### src/ssa_pkg.sv
// ----------------------------------------------------------------------------
// ssa_pkg: shared types and constants
// Payload structs, cell transaction struct and fixed-point constants.
// ----------------------------------------------------------------------------
package ssa_pkg;

  localparam int FRAC_BITS = 16;
  localparam int IN_W      = 24;
  localparam int OUT_W     = 17;
  localparam int MAG_W     = IN_W + 1;          // magnitude of a 24-bit difference
  localparam int NUM_W     = IN_W + 2;          // signed difference
  localparam int T_W       = FRAC_BITS + 1;     // position in [0, ONE]
  localparam int F_W       = FRAC_BITS + 3;     // 3*ONE - 2*t
  localparam int U_W       = FRAC_BITS + 5;     // smootherstep inner term
  localparam int PROD_W    = 2 * FRAC_BITS + 6;
  localparam int DIV_CELLS = FRAC_BITS;         // one quotient bit per cell

  localparam logic [T_W-1:0]    ONE    = T_W'(1) << FRAC_BITS;
  localparam logic [PROD_W-1:0] HALF_P = PROD_W'(1) << (FRAC_BITS - 1);

  typedef enum logic [1:0] {
    OP_SMOOTH   = 2'd0,
    OP_SMOOTHER = 2'd1,
    OP_ATTEN    = 2'd2,
    OP_UNDEF    = 2'd3
  } opcode_e;

  typedef enum logic [1:0] {
    MODE_SMOOTH,
    MODE_SMOOTHER,
    MODE_ONE,
    MODE_NONE
  } mode_e;

  typedef struct packed {
    logic [1:0]             opcode;
    logic signed [IN_W-1:0] value;
    logic signed [IN_W-1:0] bound_a;
    logic signed [IN_W-1:0] bound_b;
  } ssa_in_t;

  typedef struct packed {
    logic [OUT_W-1:0] result;
    logic             zero_range;
  } ssa_out_t;

  typedef struct packed {
    logic                 valid;
    mode_e                mode;
    logic                 zero;
    logic                 forced;
    logic [T_W-1:0]       tf;
    logic [MAG_W-1:0]     rem;
    logic [MAG_W-1:0]     den;
    logic [FRAC_BITS-1:0] q;
  } ssa_div_t;

endpackage

### src/smoothstep_attenuation_unit.sv
// ----------------------------------------------------------------------------
// smoothstep_attenuation_unit: fixed-point smoothstep / attenuation shaper
// Normalizes the value through a chain of division cells, then runs the
// Hermite polynomial pipeline.
// ----------------------------------------------------------------------------
// Channel   Direction  Handshake               Payload
// command   in         start && !busy          in_i  (ssa_in_t)
// result    out        valid_o (one cycle)     res_o (ssa_out_t)
//
// One transaction per cycle. A command passes through the division cell chain,
// which resolves the quotient bits, then through the polynomial pipeline.
// busy is always low; every stage advances each cycle.
// Reset clears the division cells and the valid bits of the polynomial
// pipeline. The receiver cannot stall, so nothing ever holds the pipeline.
// ----------------------------------------------------------------------------
module smoothstep_attenuation_unit import ssa_pkg::*; (
  input  logic     clk_i,
  input  logic     rst_ni,
  input  logic     start,
  output logic     busy,
  input  ssa_in_t  in_i,
  output logic     valid_o,
  output ssa_out_t res_o
);

  ssa_div_t                 chain [0:DIV_CELLS];
  logic signed [NUM_W-1:0]  v, a, b, cv, one_s, num, den;
  logic [MAG_W-1:0]         an, ad;
  logic                     below, above;
  mode_e                    mode;
  logic [T_W-1:0]           t_fin;

  assign busy  = 1'b0;
  assign one_s = NUM_W'(ONE);

  // Input prep: pick numerator and denominator, resolve the special cases.
  always_comb begin
    v     = NUM_W'(in_i.value);
    a     = NUM_W'(in_i.bound_a);
    b     = NUM_W'(in_i.bound_b);
    cv    = v[NUM_W-1] ? '0 : ((v > one_s) ? one_s : v);
    below = cv < a;
    above = cv > b;
    num   = v - a;
    den   = b - a;
    mode  = MODE_NONE;
    case (opcode_e'(in_i.opcode))
      OP_SMOOTH:   mode = MODE_SMOOTH;
      OP_SMOOTHER: mode = MODE_SMOOTHER;
      OP_ATTEN: begin
        if (below) begin
          mode = MODE_SMOOTH;
          num  = cv;
          den  = a;
        end else if (above) begin
          mode = MODE_SMOOTH;
          num  = cv - one_s;
          den  = b - one_s;
        end else begin
          mode = MODE_ONE;
        end
      end
      default:     mode = MODE_NONE;
    endcase
    an = MAG_W'(num[NUM_W-1] ? -num : num);
    ad = MAG_W'(den[NUM_W-1] ? -den : den);

    chain[0]       = '0;
    chain[0].valid = start && !busy;
    chain[0].mode  = mode;
    chain[0].rem   = an;
    chain[0].den   = ad;
    if (mode == MODE_ONE || mode == MODE_NONE) begin
      chain[0].forced = 1'b1;
    end else if (den == '0) begin
      // zero-width range: step substituted and flagged
      chain[0].zero   = 1'b1;
      chain[0].forced = 1'b1;
      chain[0].tf     = num[NUM_W-1] ? '0 : ONE;
    end else if (num == '0 || (num[NUM_W-1] != den[NUM_W-1])) begin
      chain[0].forced = 1'b1;
    end else if (an >= ad) begin
      chain[0].forced = 1'b1;
      chain[0].tf     = ONE;
    end
  end

  for (genvar i = 0; i < DIV_CELLS; i++) begin : g_cell
    ssa_div_cell u_cell (
      .clk_i  (clk_i),
      .rst_ni (rst_ni),
      .cell_i (chain[i]),
      .cell_o (chain[i+1])
    );
  end

  assign t_fin = chain[DIV_CELLS].forced ? chain[DIV_CELLS].tf
                                         : T_W'(chain[DIV_CELLS].q);

  ssa_poly u_poly (
    .clk_i   (clk_i),
    .rst_ni  (rst_ni),
    .valid_i (chain[DIV_CELLS].valid),
    .mode_i  (chain[DIV_CELLS].mode),
    .zero_i  (chain[DIV_CELLS].zero),
    .t_i     (t_fin),
    .valid_o (valid_o),
    .res_o   (res_o)
  );

  // unforced positions come from a quotient strictly below ONE
  a_quot_lt_one: assert property (@(posedge clk_i) disable iff (!rst_ni)
    chain[DIV_CELLS].valid && !chain[DIV_CELLS].forced |-> t_fin < ONE)
    else $error("quotient out of range");

  a_res_bound: assert property (@(posedge clk_i) disable iff (!rst_ni)
    valid_o |-> res_o.result <= OUT_W'(ONE))
    else $error("result above one");

  a_lat: assert property (@(posedge clk_i) disable iff (!rst_ni)
    chain[DIV_CELLS].valid |-> ##3 valid_o)
    else $error("polynomial pipeline dropped a transaction");

  a_zero_mode: assert property (@(posedge clk_i) disable iff (!rst_ni)
    chain[DIV_CELLS].valid && chain[DIV_CELLS].zero |->
      (chain[DIV_CELLS].mode == MODE_SMOOTH || chain[DIV_CELLS].mode == MODE_SMOOTHER))
    else $error("zero range flagged on a constant result");

endmodule

### src/ssa_div_cell.sv
// ----------------------------------------------------------------------------
// ssa_div_cell: one restoring division cell
// Produces one quotient bit and hands the partial remainder to the next cell.
// ----------------------------------------------------------------------------
module ssa_div_cell import ssa_pkg::*; (
  input  logic     clk_i,
  input  logic     rst_ni,
  input  ssa_div_t cell_i,
  output ssa_div_t cell_o
);

  ssa_div_t         cell_d, cell_q;
  logic [MAG_W:0]   rem2;
  logic [MAG_W:0]   diff;

  always_comb begin
    rem2   = {cell_i.rem, 1'b0};
    diff   = rem2 - {1'b0, cell_i.den};
    cell_d = cell_i;
    if (!diff[MAG_W]) begin
      cell_d.rem = diff[MAG_W-1:0];
      cell_d.q   = {cell_i.q[FRAC_BITS-2:0], 1'b1};
    end else begin
      cell_d.rem = rem2[MAG_W-1:0];
      cell_d.q   = {cell_i.q[FRAC_BITS-2:0], 1'b0};
    end
  end

  always_ff @(posedge clk_i or negedge rst_ni) begin
    if (!rst_ni) begin
      cell_q <= '0;
    end else begin
      cell_q <= cell_d;
    end
  end

  assign cell_o = cell_q;

endmodule

### src/ssa_poly.sv
// ----------------------------------------------------------------------------
// ssa_poly: Hermite polynomial pipeline
// Three stages, one multiplier each: t^2, then t2*(3-2t) or t^3, then t3*u (smootherstep).
// ----------------------------------------------------------------------------
module ssa_poly import ssa_pkg::*; (
  input  logic           clk_i,
  input  logic           rst_ni,
  input  logic           valid_i,
  input  mode_e          mode_i,
  input  logic           zero_i,
  input  logic [T_W-1:0] t_i,
  output logic           valid_o,
  output ssa_out_t       res_o
);

  logic                 v1_q, v2_q, v3_q;
  mode_e                m1_q, m2_q;
  logic                 z1_q, z2_q;
  logic [T_W-1:0]       t1_q, t2_q;
  logic [PROD_W-1:0]    p2_q;
  logic [U_W-1:0]       u2_q;
  ssa_out_t             res_q;

  logic [PROD_W-1:0]    sq;
  logic [T_W-1:0]       t2_d;
  logic [F_W-1:0]       f;
  logic [PROD_W-1:0]    m;
  logic [PROD_W-1:0]    p2_d;
  logic [U_W-1:0]       pos, negp, u_d;
  logic [PROD_W-1:0]    p3;
  logic [PROD_W-1:0]    r;
  logic [T_W-1:0]       res_d;

  // stage 1: square
  always_comb begin
    sq   = PROD_W'(t_i) * PROD_W'(t_i);
    t2_d = T_W'((sq + HALF_P) >> FRAC_BITS);
  end

  // stage 2: t2*(3-2t) for smoothstep, rounded t^3 and u for smootherstep
  always_comb begin
    f    = (F_W'(ONE) << 1) + F_W'(ONE) - (F_W'(t1_q) << 1);
    m    = PROD_W'(t2_q) * ((m1_q == MODE_SMOOTHER) ? PROD_W'(t1_q) : PROD_W'(f));
    p2_d = (m1_q == MODE_SMOOTHER) ? ((m + HALF_P) >> FRAC_BITS) : m;
    pos  = U_W'(t2_q) * U_W'(6) + U_W'(ONE) * U_W'(10);
    negp = U_W'(t1_q) * U_W'(15);
    u_d  = (pos > negp) ? pos - negp : '0;
  end

  // stage 3: final product, round, saturate; constant result for MODE_ONE and MODE_NONE
  always_comb begin
    p3 = PROD_W'(p2_q[T_W-1:0]) * PROD_W'(u2_q);
    r  = (((m2_q == MODE_SMOOTHER) ? p3 : p2_q) + HALF_P) >> FRAC_BITS;
    case (m2_q)
      MODE_ONE:  res_d = ONE;
      MODE_NONE: res_d = '0;
      default:   res_d = (r > PROD_W'(ONE)) ? ONE : T_W'(r);
    endcase
  end

  always_ff @(posedge clk_i or negedge rst_ni) begin
    if (!rst_ni) begin
      v1_q <= 1'b0;
      v2_q <= 1'b0;
      v3_q <= 1'b0;
    end else begin
      v1_q <= valid_i;
      v2_q <= v1_q;
      v3_q <= v2_q;
    end
  end

  always_ff @(posedge clk_i) begin
    m1_q             <= mode_i;
    z1_q             <= zero_i;
    t1_q             <= t_i;
    t2_q             <= t2_d;
    m2_q             <= m1_q;
    z2_q             <= z1_q;
    p2_q             <= p2_d;
    u2_q             <= u_d;
    res_q.result     <= OUT_W'(res_d);
    res_q.zero_range <= z2_q;
  end

  assign valid_o = v3_q;
  assign res_o   = res_q;

endmodule

### config.mk
export PLATFORM = sky130hd
export DESIGN_NAME = smoothstep_attenuation_unit
export DESIGN_NICKNAME = d
export VERILOG_FILES = /design/src/ssa_pkg.sv /design/src/smoothstep_attenuation_unit.sv /design/src/ssa_div_cell.sv /design/src/ssa_poly.sv
export SDC_FILE = /design/constraint.sdc
export NUM_CORES = 2
export LEC_CHECK = 0
export ABC_CLOCK_PERIOD_IN_PS = 12550
export BUFFER_PORTS_ARGS = -buffer_cell sky130_fd_sc_hd__buf_2
export CORE_MARGIN = 10
export CORE_UTILIZATION = 30
export DETAILED_ROUTE_END_ITERATION = 10
export GPL_ROUTABILITY_DRIVEN = 1
export MAX_ROUTING_LAYER = met4
export PLACE_DENSITY = 0.52
export SYNTH_ARGS = -nofsm -noshare
export SYNTH_HDL_FRONTEND = slang
export SYNTH_SLANG_ARGS = --single-unit
### constraint.sdc
create_clock -name clk_i -period 12.55 [get_ports clk_i]
set_clock_uncertainty 0.1 [all_clocks]
set_input_delay 2.51 -clock clk_i [delete_from_list [all_inputs] [get_ports clk_i]]
set_output_delay 2.51 -clock clk_i [all_outputs]
set_load 0.01 [all_outputs]
==> reports/metrics.csv <==
metric,value,unit
via count,63139,
Tcrit/Tclk final,91.6,%
CTS tree,built,
relative slew slack,14.3,%
WL/cell,16.4,µm
Initial DRC Count,3023,
CP Buf/Inv Count,7,
CTS root buffer,clkbuf_16,
Clock Sinks,1100,
CP Max Fanout,25,
status,completed,
Post-Layout Cell Count,13467,
final setup violation count,0,
"delay-heaviest family, CP",simple AND/OR/NAND/NOR gates,
vias in the first global route,67818,
post-cts sizing count,0,
Final min period,11500,ps
Worst path most repeated cell,buf_4,
"commonest non-fill, non-tap cell in the layout",inv_1,
total track usage,14.1,%
drt drc,0,
slowest cell delay on critical path,570,ps
Synth Warn #,0,
most frequent cells in the layout,"1,590 x inv_1, 985 x dfrtp_1, 902 x ha_1",
nets,11181,
Highest Clock Rate,87.0,MHz
first-pass GRT wire length,363000,µm
slowest cell on the critical path,or4_4,
Die Ht,566,µm
initial antenna violation count,4,
Final GP Congestion,0.911,
DP Area,95500,µm²
synthesized flop and latch total,1100,
maximum clock insertion buffer count,3,
ys flop type,dfrtp_1,
Area growth syn-to-layout,11.6,%
core box area,297000,µm²
I/O Buffers,95,
total CTS buffers,121,
setup TNS,0,ps
post-synthesis area per instance,9.68,µm²
Fin. Hold Viols,0,
Worst Max-Slew Pin Slew,1280,ps
IO Count,97,
Detailed Place HPWL,175000,µm
worst skew pair latency,760,ps
dpl cells,13240,
post-route ant nets,0,
DR vias/cell,4.69,
H-tree depth,3,
"Hold-fix buffers, CTS",0,
post-route setup slack,1050,ps
Rows,200,
Critical Path Start Type,primary input,
min-delay worst type,reg -> reg,
RSZ-0062 raised after global routing,false,
synth unique cells,102,
total wire length,220000,µm
pre-CTS setup slack,315,ps
Finished Cell Area,99800,µm²
Max Slew Vio Count,0,
number of synthesized flops with an enable pin,0,
length of the first detailed-routing pass in iterations,5,
initial core utilization,30.1,%
setup bufs post-CTS,0,
share of cells above drive strength 1,9.29,%
clock edge transition at the registers on the reported setup and hold paths,60,ps
"FFs w/ async S/R, synth",89.5,%
total congestion overflow,0,
sequential-to-total area share from yosys stat,30.1,%
synthesized cell area,89400,µm²
Critical Path RT,13080,ps
largest net degree at the start of global routing,185,
WP data arrival,12020,ps
Die Area,320000,µm²
maxcap violations,0,
Crit Path Category,in -> reg,
cell count after synthesis,9234,
Crit. End Element,flop,
die width,566,µm
"reg-to-reg slack, setup",1710,ps
-- final timing paths --
check                                                to  cells past startpoint                   startpoint
setup / recovery            g_cell[0].u_cell.cell_o[82]                     40                     in_i[54]
hold reg to reg             g_cell[9].u_cell.cell_o[87]                      0  g_cell[8].u_cell.cell_o[87]
setup reg to reg                        u_poly.p2_q[18]                     36               u_poly.t1_q[0]
hold / removal              g_cell[9].u_cell.cell_o[87]                      0  g_cell[8].u_cell.cell_o[87]
min in group asynchronous  g_cell[14].u_cell.cell_o[20]                      1                       rst_ni
max in group asynchronous  g_cell[13].u_cell.cell_o[12]                      3                       rst_ni
-- Yosys cell counts, types with 50 or more instances --
master / count / area, µm²
ha_1: 902 / 11300
nand3_1: 143 / 716
dfrtp_1: 985 / 24600
clkbuf_1: 185 / 694
nand2_1: 848 / 3180
o21ai_0: 322 / 1610
nor2b_1: 122 / 763
xnor2_1: 345 / 3020
nor3_1: 174 / 871
a21boi_0: 110 / 826
dfxtp_1: 115 / 2300
or3_1: 72 / 450
o21a_1: 64 / 480
and2_1: 357 / 2230
fa_1: 778 / 15600
a21o_1: 108 / 811
inv_1: 1590 / 5970
nand2b_1: 50 / 313
a21oi_1: 318 / 1590
xor2_1: 139 / 1220
mux2_2: 326 / 3670
nor2_1: 483 / 1810
-- stage by stage --
step | util, % | hold slack (ps)
global route | 33.6 | 201
CTS | 33.6 | 189
finish | 33.6 | 192
global placement | 32.2 | 215
floorplan | - | 210
detailed placement | 32.2 | 216
-- layout make-up --
class / instances / area (µm²)
Multi-Input combinational cell: 6353 / 55900
Clock inverter: 55 / 774
Sequential cell: 1100 / 27000
Tap cell: 3939 / 4930
Timing Repair Buffer: 255 / 1720
Clock buffer: 169 / 3470
Fill cell: 30139 / 197000
Inverter: 1593 / 5980
Antenna cell: 3 / 7.51
-- worst reg2reg max path: cells and delay by family (launching register included) --
family          cells  cell delay (ps)
buf+inv             5              670
fa+ha+maj           8             3710
compound gates      8             2320
simple gates       12             3050
xor+xnor            3              560
flops               1              300
-- state kept, by name (all words and copies together) (netlist names) --
name	cells
g_cell.u_cell.cell_o	982
u_poly.m1_q	2
u_poly.m2_q	2
u_poly.p2_q	36
u_poly.res_o	18
u_poly.t1_q	17
u_poly.t2_q	17
u_poly.u2_q	21
u_poly.v1_q	1
u_poly.v2_q	1
u_poly.valid_o	1
u_poly.z1_q	1
u_poly.z2_q	1
-- routing by layer --
metal	wire length (µm)	part of all wire (%)	global-route usage (%)
met1	98100	45	17.5
met5	0	0	-
met3	7810	3.5	1.61
met4	5830	2.6	3.50
met2	109000	49	24.5
-- kinds of logic after synthesis --
| group | share of synthesized area (%) |
|---|---|
| mux | 4.42 |
| fa+ha+maj | 30.1 |
| xor+xnor | 4.79 |
| buf+inv | 7.67 |
| compound gates | 9.90 |
| flops | 30.1 |
| other cells | 0.00840 |
| simple gates | 13.0 |
Power is not shown: default switching activity piles up to over one toggle a cycle in this logic, so the estimate is an artifact.
